**config.mk**
```make
export PLATFORM = sky130hd
export DESIGN_NAME = positional_list_store
export DESIGN_NICKNAME = d
export VERILOG_FILES = /design/src/hdl/pls_pkg.sv /design/src/hdl/positional_list_store.sv /design/src/hdl/pls_ctrl.sv /design/src/hdl/pls_datapath.sv
export VERILOG_INCLUDE_DIRS = /design/src /design/src/hdl
export SDC_FILE = /design/constraint.sdc
export NUM_CORES = 2
export LEC_CHECK = 0
export BUFFER_PORTS_ARGS = -buffer_cell sky130_fd_sc_hd__buf_2
export CORE_ASPECT_RATIO = 1.25
export CORE_MARGIN = 10
export CORE_UTILIZATION = 43
export DETAILED_ROUTE_END_ITERATION = 6
export HOLD_SLACK_MARGIN = 0.03
export PLACE_DENSITY = 0.66
export REMOVE_ABC_BUFFERS = 1
export SETUP_SLACK_MARGIN = 0.1
export SYNTH_ARGS = -nofsm -noshare
export SYNTH_HDL_FRONTEND = slang
export SYNTH_SLANG_ARGS = --single-unit
```
**constraint.sdc**
```tcl
create_clock -name clk -period 6.5 [get_ports clk]
set_clock_uncertainty 0.05 [all_clocks]
set_input_delay 1.3 -clock clk [delete_from_list [all_inputs] [get_ports clk]]
set_output_delay 1.3 -clock clk [all_outputs]
set_load 0.1 [all_outputs]
```
**src/hdl/assert_macros.svh**
```systemverilog
// assert_macros.svh: assertion macros shared by the RTL.
// Expects clk and rst in scope at the point of use.
`ifndef ASSERT_MACROS_SVH
`define ASSERT_MACROS_SVH

// same-cycle implication
`define ASSERT_IMPL(label, ante, cons, msg) \
  label: assert property (@(posedge clk) disable iff (rst) (ante) |-> (cons)) else $error(msg);

// next-cycle implication
`define ASSERT_NEXT(label, ante, cons, msg) \
  label: assert property (@(posedge clk) disable iff (rst) (ante) |=> (cons)) else $error(msg);

`endif

```
**src/hdl/pls_pkg.sv**
```systemverilog
// pls_pkg: widths, request and status codes, controller/datapath bundles
// for the positional list store. No dependencies.
`timescale 1ns / 1ps
`default_nettype none

package pls_pkg;

  localparam int REQ_W  = 2;
  localparam int POS_W  = 7;
  localparam int DATA_W = 32;
  localparam int ST_W   = 2;

  localparam logic [REQ_W-1:0] REQ_READ   = 2'd0;
  localparam logic [REQ_W-1:0] REQ_INSERT = 2'd1;
  localparam logic [REQ_W-1:0] REQ_REMOVE = 2'd2;

  localparam logic [ST_W-1:0] ST_OK    = 2'd0;
  localparam logic [ST_W-1:0] ST_RANGE = 2'd1;
  localparam logic [ST_W-1:0] ST_FULL  = 2'd2;

  typedef struct packed {
    logic load;
    logic idx_pos;
    logic idx_last;
    logic idx_inc;
    logic idx_dec;
    logic rd;
    logic rd_next;
    logic cap;
    logic wr_up;
    logic wr_down;
    logic wr_val;
    logic fin;
  } pls_cmd_t;

  typedef struct packed {
    logic [REQ_W-1:0] kind;
    logic             err;
    logic             at_end;
    logic             idx_at_pos;
    logic             idx1_lt_cnt;
    logic             idx2_lt_cnt;
  } pls_stat_t;

endpackage

`default_nettype wire

```
**src/hdl/positional_list_store.sv**
```systemverilog
// positional_list_store: top level, controller plus datapath.
// Depends on pls_pkg, pls_ctrl, pls_datapath and assert_macros.svh.
`timescale 1ns / 1ps
`default_nettype none

// A request is taken when start is high and busy is low; busy then stays
// high until the result is shown. Each request gives one result word on
// data_out/count/status, valid for the single cycle that done is high; the
// receiver cannot stall it, and a new request may be taken in that cycle.
// Entries live in a store with one read port and one write port. Error or
// reserved: check, finish. Read: check, read, capture, finish. Remove adds
// a read and write per entry above pos, insert per entry from pos up plus a
// value write. No clearing pass after reset.

`include "assert_macros.svh"

module positional_list_store import pls_pkg::*; #(
  parameter  int CAPACITY = 64,
  localparam int CW       = $clog2(CAPACITY + 1)
) (
  input  logic                     clk,
  input  logic                     rst,
  input  logic                     start,
  output logic                     busy,
  input  logic [REQ_W-1:0]         req_type,
  input  logic [POS_W-1:0]         position,
  input  logic signed [DATA_W-1:0] value,
  output logic                     done,
  output logic signed [DATA_W-1:0] data_out,
  output logic [CW-1:0]            count,
  output logic [ST_W-1:0]          status
);

  pls_cmd_t  cmd;
  pls_stat_t stat;

  pls_ctrl u_ctrl (
    .clk   (clk),
    .rst   (rst),
    .start (start),
    .stat  (stat),
    .busy  (busy),
    .cmd   (cmd)
  );

  pls_datapath #(
    .CAPACITY (CAPACITY)
  ) u_datapath (
    .clk      (clk),
    .rst      (rst),
    .cmd      (cmd),
    .req_type (req_type),
    .position (position),
    .value    (value),
    .stat     (stat),
    .done     (done),
    .data_out (data_out),
    .count    (count),
    .status   (status)
  );

  `ASSERT_NEXT(a_accept_busy, start && !busy, busy, "busy not raised after accept")
  `ASSERT_IMPL(a_count_cap, done, count <= CW'(CAPACITY), "count above capacity")
  `ASSERT_IMPL(a_err_zero, done && status != ST_OK, data_out == '0, "nonzero data on error")
  `ASSERT_NEXT(a_done_single, done, !done, "done held two cycles")

endmodule

`default_nettype wire

```
**src/hdl/pls_ctrl.sv**
```systemverilog
// pls_ctrl: request sequencer for the positional list store.
// Depends on pls_pkg; drives pls_datapath through pls_cmd_t.
`timescale 1ns / 1ps
`default_nettype none

module pls_ctrl import pls_pkg::*; (
  input  logic      clk,
  input  logic      rst,
  input  logic      start,
  input  pls_stat_t stat,
  output logic      busy,
  output pls_cmd_t  cmd
);

  typedef enum logic [3:0] {
    S_IDLE, S_CHECK, S_RD, S_CAP, S_REM_RD, S_REM_WR,
    S_INS_RD, S_INS_WR, S_INS_VAL, S_FIN
  } state_t;

  state_t state, state_next;

  always_ff @(posedge clk) begin
    if (rst) begin
      state <= S_IDLE;
    end else begin
      state <= state_next;
    end
  end

  assign busy = (state != S_IDLE);

  always_comb begin
    state_next = state;
    cmd        = '0;
    case (state)
      S_IDLE: begin
        if (start) begin
          cmd.load   = 1'b1;
          state_next = S_CHECK;
        end
      end
      S_CHECK: begin
        if (stat.err) begin
          state_next = S_FIN;
        end else begin
          case (stat.kind)
            REQ_READ, REQ_REMOVE: begin
              cmd.idx_pos = 1'b1;
              state_next  = S_RD;
            end
            REQ_INSERT: begin
              if (stat.at_end) begin
                state_next = S_INS_VAL;
              end else begin
                cmd.idx_last = 1'b1;
                state_next   = S_INS_RD;
              end
            end
            default: state_next = S_FIN;
          endcase
        end
      end
      S_RD: begin
        cmd.rd     = 1'b1;
        state_next = S_CAP;
      end
      S_CAP: begin
        cmd.cap = 1'b1;
        if (stat.kind == REQ_REMOVE && stat.idx1_lt_cnt) begin
          state_next = S_REM_RD;
        end else begin
          state_next = S_FIN;
        end
      end
      S_REM_RD: begin
        cmd.rd      = 1'b1;
        cmd.rd_next = 1'b1;
        state_next  = S_REM_WR;
      end
      S_REM_WR: begin
        cmd.wr_down = 1'b1;
        cmd.idx_inc = 1'b1;
        state_next  = stat.idx2_lt_cnt ? S_REM_RD : S_FIN;
      end
      S_INS_RD: begin
        cmd.rd     = 1'b1;
        state_next = S_INS_WR;
      end
      S_INS_WR: begin
        cmd.wr_up = 1'b1;
        if (stat.idx_at_pos) begin
          state_next = S_INS_VAL;
        end else begin
          cmd.idx_dec = 1'b1;
          state_next  = S_INS_RD;
        end
      end
      S_INS_VAL: begin
        cmd.wr_val = 1'b1;
        state_next = S_FIN;
      end
      S_FIN: begin
        cmd.fin    = 1'b1;
        state_next = S_IDLE;
      end
      default: state_next = S_IDLE;
    endcase
  end

endmodule

`default_nettype wire

```
**src/hdl/pls_datapath.sv**
```systemverilog
// pls_datapath: entry store, count, request registers, shift index and
// result registers. Depends on pls_pkg; sequenced by pls_ctrl.
`timescale 1ns / 1ps
`default_nettype none

module pls_datapath import pls_pkg::*; #(
  parameter  int CAPACITY = 64,
  localparam int CW       = $clog2(CAPACITY + 1)
) (
  input  logic                     clk,
  input  logic                     rst,
  input  pls_cmd_t                 cmd,
  input  logic [REQ_W-1:0]         req_type,
  input  logic [POS_W-1:0]         position,
  input  logic signed [DATA_W-1:0] value,
  output pls_stat_t                stat,
  output logic                     done,
  output logic signed [DATA_W-1:0] data_out,
  output logic [CW-1:0]            count,
  output logic [ST_W-1:0]          status
);

  localparam int AW   = $clog2(CAPACITY);
  localparam int CMPW = ((CW + 1) > POS_W) ? (CW + 1) : POS_W;

  logic [DATA_W-1:0] mem [CAPACITY];

  logic [REQ_W-1:0]  kind;
  logic [POS_W-1:0]  pos;
  logic [DATA_W-1:0] val;
  logic [CW-1:0]     cnt, cnt_next;
  logic [AW-1:0]     idx;
  logic [DATA_W-1:0] rdata;
  logic [DATA_W-1:0] dreg;
  logic [ST_W-1:0]   st;

  logic [CMPW-1:0]   pos_x, cnt_x, idx_x, idx1_x, idx2_x;
  logic [AW-1:0]     raddr, waddr;
  logic [DATA_W-1:0] wdata;
  logic              mem_we;

  assign pos_x  = CMPW'(pos);
  assign cnt_x  = CMPW'(cnt);
  assign idx_x  = CMPW'(idx);
  assign idx1_x = idx_x + CMPW'(1);
  assign idx2_x = idx_x + CMPW'(2);

  always_comb begin
    st = ST_OK;
    case (kind)
      REQ_READ, REQ_REMOVE: begin
        if (pos_x >= cnt_x) st = ST_RANGE;
      end
      REQ_INSERT: begin
        if (pos_x > cnt_x) begin
          st = ST_RANGE;
        end else if (cnt_x >= CMPW'(CAPACITY)) begin
          st = ST_FULL;
        end
      end
      default: st = ST_OK;
    endcase
  end

  always_comb begin
    cnt_next = cnt;
    if (st == ST_OK) begin
      case (kind)
        REQ_INSERT: cnt_next = cnt + CW'(1);
        REQ_REMOVE: cnt_next = cnt - CW'(1);
        default:    cnt_next = cnt;
      endcase
    end
  end

  assign stat.kind        = kind;
  assign stat.err         = (st != ST_OK);
  assign stat.at_end      = (pos_x == cnt_x);
  assign stat.idx_at_pos  = (idx_x == pos_x);
  assign stat.idx1_lt_cnt = (idx1_x < cnt_x);
  assign stat.idx2_lt_cnt = (idx2_x < cnt_x);

  assign raddr  = cmd.rd_next ? (idx + AW'(1)) : idx;
  assign mem_we = cmd.wr_up | cmd.wr_down | cmd.wr_val;
  assign wdata  = cmd.wr_val ? val : rdata;

  always_comb begin
    waddr = idx;
    if (cmd.wr_val) begin
      waddr = AW'(pos);
    end else if (cmd.wr_up) begin
      waddr = idx + AW'(1);
    end
  end

  always_ff @(posedge clk) begin
    if (mem_we) mem[waddr] <= wdata;
    if (cmd.rd) rdata <= mem[raddr];
  end

  always_ff @(posedge clk) begin
    if (cmd.load) begin
      kind <= req_type;
      pos  <= position;
      val  <= $unsigned(value);
      dreg <= '0;
    end else if (cmd.cap) begin
      dreg <= rdata;
    end
    if (cmd.idx_pos) begin
      idx <= AW'(pos);
    end else if (cmd.idx_last) begin
      idx <= AW'(cnt - CW'(1));
    end else if (cmd.idx_inc) begin
      idx <= idx + AW'(1);
    end else if (cmd.idx_dec) begin
      idx <= idx - AW'(1);
    end
    if (cmd.fin) begin
      data_out <= $signed(dreg);
      count    <= cnt_next;
      status   <= st;
    end
  end

  always_ff @(posedge clk) begin
    if (rst) begin
      cnt  <= '0;
      done <= 1'b0;
    end else begin
      done <= cmd.fin;
      if (cmd.fin) cnt <= cnt_next;
    end
  end

endmodule

`default_nettype wire
```
# [Word level (Yosys, flattened, before mapping)]
# Memories as Yosys holds them, arrays and structs flattened. A register that Yosys moved wholly into a read port is not among the register bits.
# Cells that the tools add are included.
# W data, S select, Z words.
[op_classes] n_addsub=6 n_lt_le_gt_ge=5 eq_ne=14 n_mux=40 bitwise=2 n_reduce_logical=9
[ops] operator="$mux W6" count=7
[ops] operator="$pmux W4 S9" count=1
[ops] operator="$mux W32" count=1
[ops] operator="$mux W4" count=6
[ops] operator="$mux W1" count=17
[ops] operator="$eq A4 B3 Y1 const B" count=4
[ops] operator="$lt A8 B7 Y1" count=2
[ops] operator="$pmux W7 S2" count=1
[ops] operator="$eq A4 B2 Y1 const B" count=2
[ops] operator="$eq A4 B4 Y1 const B" count=2
[ops] operator="$mux W2" count=4
[ops] operator="$pmux W4 S2" count=1
[ops] operator="$reduce_bool A4 Y1" count=2
[ops] operator="$add A6 B1 Y7 const B" count=1
[ops] operator="$add A6 B2 Y7 const B" count=1
[ops] operator="$add A7 B1 Y7 const B" count=1
[ops] operator="$eq A6 B7 Y1" count=1
[ops] operator="$eq A7 B7 Y1" count=1
[ops] operator="$ge A7 B7 Y1" count=1
[ops] operator="$ge A7 B7 Y1 const B" count=1
[ops] operator="$gt A7 B7 Y1" count=1
[ops] operator="$mux W7" count=1
[ops] operator="$sub A7 B1 Y7 const B" count=1
[ops] operator="$add A6 B1 Y6 const B" count=1
[ops] operator="other kinds (13)" count=15
[word_totals] ff_bits=132 ram_bits=2048 inputBits=44 out_inout_bits=43 wordCells=88 memories=1
[mem_list] memory="u_datapath.mem" words=64 word_bits=32 read_ports=1 rd_clocked_by_memory_dff=1 wr=1 line_no="pls_datapath.sv:26" rtl="logic [DATA_W-1:0] mem [CAPACITY];"

# [Depth between registers and ports, before layout]
[logic_depth] word_depth=9 mapped_depth=15 mapped_depth_nobuf=11

# [By module]
# Synthesis repeated with hierarchy kept, for this count alone.
[hier_totals] hier_cells=6837 hier_area_um2=104700.4
[by_module_without_submodules] module="pls_datapath" instances=1 cells_each=6782 area_each_um2=104301.3 seq_area_each_um2=65903.2
[by_module_without_submodules] module="pls_ctrl" instances=1 cells_each=55 area_each_um2=399.1 seq_area_each_um2=80.1

# [Least setup slack after synthesis]
# OpenSTA, ideal clock, no wires.
[synth_timing] path_type="reg-to-reg" from="reg u_datapath.idx[0]" to="mem u_datapath.mem[54][0] (enable)" setup_time_ps=421 t_arrival_ps=4932 required_time_ps=6029 setup_slack_ps=1096 path_stages_with_launch=15 path_buffers=8 synth_period_minus_slack_ps=5404 cell_sequence="edfxtp_1 -> buf_2 -> inv_2 -> clkbuf_1 -> clkbuf_1 -> buf_1 -> ha_1 -> buf_2 -> buf_2 -> buf_2 -> buf_1 -> mux2i_1 -> o21ai_0 -> nand3_1 -> nor2_1"
[synth_via] elab_chain_cells=3
[synth_lines] item="from (decl)" line_no="pls_datapath.sv:32" rtl="logic [AW-1:0] idx;"
[synth_lines] item="from (signal assigned)" line_no="pls_datapath.sv:111" rtl="idx <= AW'(pos);"
[synth_lines] item="from (signal assigned)" line_no="pls_datapath.sv:113" rtl="idx <= AW'(cnt - CW'(1));"
[synth_lines] item="from (signal assigned)" line_no="pls_datapath.sv:115" rtl="idx <= idx + AW'(1);"
[synth_lines] item="$add A6 B1 Y6" line_no="pls_datapath.sv:92" rtl="waddr = idx + AW'(1);"
[synth_lines] item="$mux W6 *" line_no="pls_datapath.sv:91" rtl="end else if (cmd.wr_up) begin"
[synth_lines] item="$mux W6 *" line_no="pls_datapath.sv:89" rtl="if (cmd.wr_val) begin"
[synth_lines] item="to (decl)" line_no="pls_datapath.sv:26"
# Every way passes the cells marked *; elsewhere a longest branch is shown, timed or not.

# [Worst setup path in the final report]
[layout_timing] from="reg u_ctrl.state[1]" to="mem u_datapath.mem[11][2] (enable)"
[layout_via] elab_chain_cells=6 word_cells_on_any_way=12 classes_between="eq/ne: 3; mux: 7; bitwise: 2"
[layout_lines] item="from (decl)" line_no="pls_ctrl.sv:20" rtl="state_t state, state_next;"
[layout_lines] item="from (signal assigned)" line_no="pls_ctrl.sv:26" rtl="state <= state_next;"
[layout_lines] item="$eq A4 B3 Y1" line_no="pls_ctrl.sv:35" rtl="case (state)"
[layout_lines] item="$mux W1" line_no="pls_ctrl.sv:35"
[layout_lines] item="$or A1 B1 Y1 (2 in a row)" line_no="pls_datapath.sv:84" rtl="assign mem_we = cmd.wr_up | cmd.wr_down | cmd.wr_val;"
[layout_lines] item="$mux W1" line_no="pls_datapath.sv:97" rtl="if (mem_we) mem[waddr] <= wdata;"
[layout_lines] item="$mux W1 (not written as such)" line_no="pls_datapath.sv:97"
# Parallel ways exist; a longest one is shown, timed or not.

==> qor.txt <==
power share of the clock group: 0.346
CP Max Fanout: 29
fin area: 118000 sq um
dominant synthesized flop cell: edfxtp_1
Die Width: 464 um
Die ar.: 267000 sq um
Routed Antenna Nets: 0
worst slew pin tran: 1340 ps
Sw Ratio: 0.271
Power, Total: 36.1 mW
Ports: 87
post-layout min period: 5080 ps
P_int: 26.4 mW
hold path start: u_datapath.dreg[5]$_SDFFE_PP0P_
commonest non-fill, non-tap cell in the layout: edfxtp_1
sequential power share: 0.446
crit start category: register
Reg2Reg Setup Slack: 1420 ps
MaxCap Viol Count: 0
Final Wtd Congestion: 0.820
Via Count: 58400
outcome: complete, no violations
Slew Viols, Final: 0
Yosys reg bits: 2212
commonest non-fill, non-tap cells in the layout: 2168 x edfxtp_1, 2055 x mux2i_1, 512 x mux4_2, 258 x o22ai_1, 226 x clkbuf_16
CTS Hold Buffers Added: 0
Final setup viols: 0
DR iter-0 viols: 5050
critical path capture point type: register
Longest Clk Path Bufs: 4
first-pass GRT wire length: 392000 um
DIE HEIGHT: 576 um
post-CTS setup buffer count: 0
register area share after synthesis: 0.621
Area Growth Syn to Fin: 11.0%
hold crit path type: reg -> reg
final period utilization: 0.782
core area: 245000 sq um
Sink Count: 2212
cts repair resizes: 0
leakage: 42.1 nW
RSZ-0062 raised after global routing: no
fillers: 20200
Hold Vio Cnt, Final: 0
Final #Nets: 6309
setup_tns: 0 ps
DRC viols: 0
sink of the worst hold path: u_datapath.data_out[5]$_DFFE_PP_
Via-to-Cell Ratio: 6.03
DR WL/cell: 27.5 um
reg-to-reg endpoint: u_datapath.mem[11][2]$_DFFE_PP_
hold_ws: 379 ps
clk_lat worst skew: 880 ps
CTS buffer count: 218
Starting Density: 0.433
Port Buffer Count: 86
H-tree Lvls: 4
Synth Instances: 6204
Gate power share: 0.208
pin count of the biggest net entering global routing: 144
WP data arrival: 5570 ps
Slew headroom: 0.107
Synth Area per Inst: 17.1 sq um
count of cell types in the netlist: 60
Reg2Reg Depth: 8
CP required: 6990 ps
Fmax: 197 MHz
dpl cell area: 111000 sq um
root buf cell: clkbuf_16
total grt overflow: 0
share of the synthesized area in the top cell type: 0.613
CTS tree: yes
total wire length: 267000 um
DR pass1 iterations: 6
vias in the first global route: 60500
CTS clock-pin slew for the worst setup and hold paths: 70 ps
NetSw: 9.78 mW
share of cells above drive strength 1: 0.192
PD cells: 307 nW/um^2
FP Rows: 203
FF-to-FF Start: u_ctrl.state[1]$_SDFFE_PP0P_
DPL Wire Length: 156000 um
initial antenna violation count: 5
Area contributors post-synth: edfxtp_1 61%, mux2i_1 19%, mux4_2 11%
critical path class: reg -> reg
Syn Std Cell Area: 106000 sq um
GRT Util Overall: 0.192
hold depth: 0
Max rail drop VDD: 0.239 mV
Post-synth EDFFs: 2168
Post-synth ARST share: 0
synthesis warning total: 0
cell taking the most area after synthesis: edfxtp_1
power groups by stage:
stage	Combinational, mW	Sequential [mW]	Clock, mW
floorplan	8.94	16.7	0
global placement	7.32	16.4	0
detailed placement	7.49	16.4	0
CTS	7.51	16.1	12.7
global route	7.91	16.1	13.3
finish	7.51	16.1	12.5
per-stage QoR:
step	util	cells	setup slack [ps]
after floorplan	-	5760	-64010
after global placement	0.453	9295	1640
after detailed placement	0.453	9295	1470
after CTS	0.481	9693	1440
after global routing	0.481	9694	1250
final	0.481	9695	1420
final cells by class:
| type | count | area (sq um) | area share |
|---|---|---|---|
| Timing Repair Buffer | 255 | 2140 | 0.0181 |
| Inverter | 20 | 82.6 | 0.000700 |
| Multi-Input combinational cell | 3528 | 38600 | 0.327 |
| Antenna cell | 2 | 5.00 | 0.0000424 |
| Sequential cell | 2212 | 66000 | 0.560 |
| Clock buffer | 279 | 5940 | 0.0504 |
| Tap cell | 3280 | 4100 | 0.0348 |
| Clock inverter | 119 | 1040 | 0.00884 |
metal layers:
layer / track usage / share of wire / up-vias / routed length, um
met5: 0 / 0.00010 / - / 27
met4: 0.0542 / 0.028 / 4 / 7490
met3: 0.0258 / 0.053 / 481 / 14300
met2: 0.346 / 0.52 / 1724 / 139000
met1: 0.242 / 0.40 / 30900 / 106000
li1: - / - / 25400 / -
worst max-delay path, cell delays in order (launching register included):
cell and delay (ps):
dfxtp_1 450, nor2_1 460, and3_2 720, buf_4 570, o21ai_1 400, nor2b_1 300, nand2b_1 570, nor2_4 890
buf_12 280
registers in the layout, summed over array words and instances (netlist names):
signal,cells
u_datapath.dreg,32
u_datapath.rdata,32
u_datapath.done,1
u_datapath.val,32
u_datapath.kind,2
u_datapath.data_out,32
u_datapath.idx,6
u_datapath.cnt,7
u_datapath.status,2
u_datapath.pos,7
u_ctrl.state,4
u_datapath.count,7
u_datapath.mem,2048
cell usage after synthesis, types with 4 or more instances:
cell type	count
a2111oi_0	4
a211oi_1	5
a21oi_1	52
a221oi_2	32
a22o_1	33
a31oi_1	5
and3_1	7
buf_1	44
buf_2	132
buf_4	15
buf_6	26
clkbuf_1	227
dfxtp_1	44
edfxtp_1	2168
ha_1	30
inv_1	19
mux2_2	34
mux2i_1	2055
mux4_2	512
nand2_1	97
nand2b_1	6
nand3_1	24
nand3b_1	5
nand4_1	4
nor2_1	232
nor2b_1	6
nor3_1	14
o21ai_0	30
o21ai_1	5
o22ai_1	258
xnor2_1	15
xor2_1	17
worst max path at each step:
stage | startpoint | to | slack, ps | depth (start not counted)
floorplan | u_datapath.idx[1]$_DFFE_PP_ | u_ctrl.state[2]$_SDFFE_PP0P_ | -64010 | 9
global placement | u_ctrl.state[1]$_SDFFE_PP0P_ | u_datapath.mem[11][11]$_DFFE_PP_ | 1640 | 8
detailed placement | u_ctrl.state[1]$_SDFFE_PP0P_ | u_datapath.mem[11][11]$_DFFE_PP_ | 1470 | 8
CTS | u_ctrl.state[1]$_SDFFE_PP0P_ | u_datapath.mem[11][2]$_DFFE_PP_ | 1440 | 8
global route | u_ctrl.state[1]$_SDFFE_PP0P_ | u_datapath.mem[11][2]$_DFFE_PP_ | 1250 | 8
finish | u_ctrl.state[1]$_SDFFE_PP0P_ | u_datapath.mem[11][2]$_DFFE_PP_ | 1420 | 8
kinds of logic (layout without fill, tap and decap cells):
group | count (synthesis) | in the layout | share of synthesized area
muxes | 2601 | 2601 | 0.306
DFF | 2212 | 2212 | 0.621
buffers and inverters | 464 | 673 | 0.0203
AOI/OAI and AO/OA | 449 | 449 | 0.0295
and+or+nand+nor | 416 | 416 | 0.0167
xor gates and xnor gates | 32 | 32 | 0.00264
adders and majority gates | 30 | 30 | 0.00353
other | 0 | 2 | 0
Note: power is estimated with default switching activity, not from simulation.
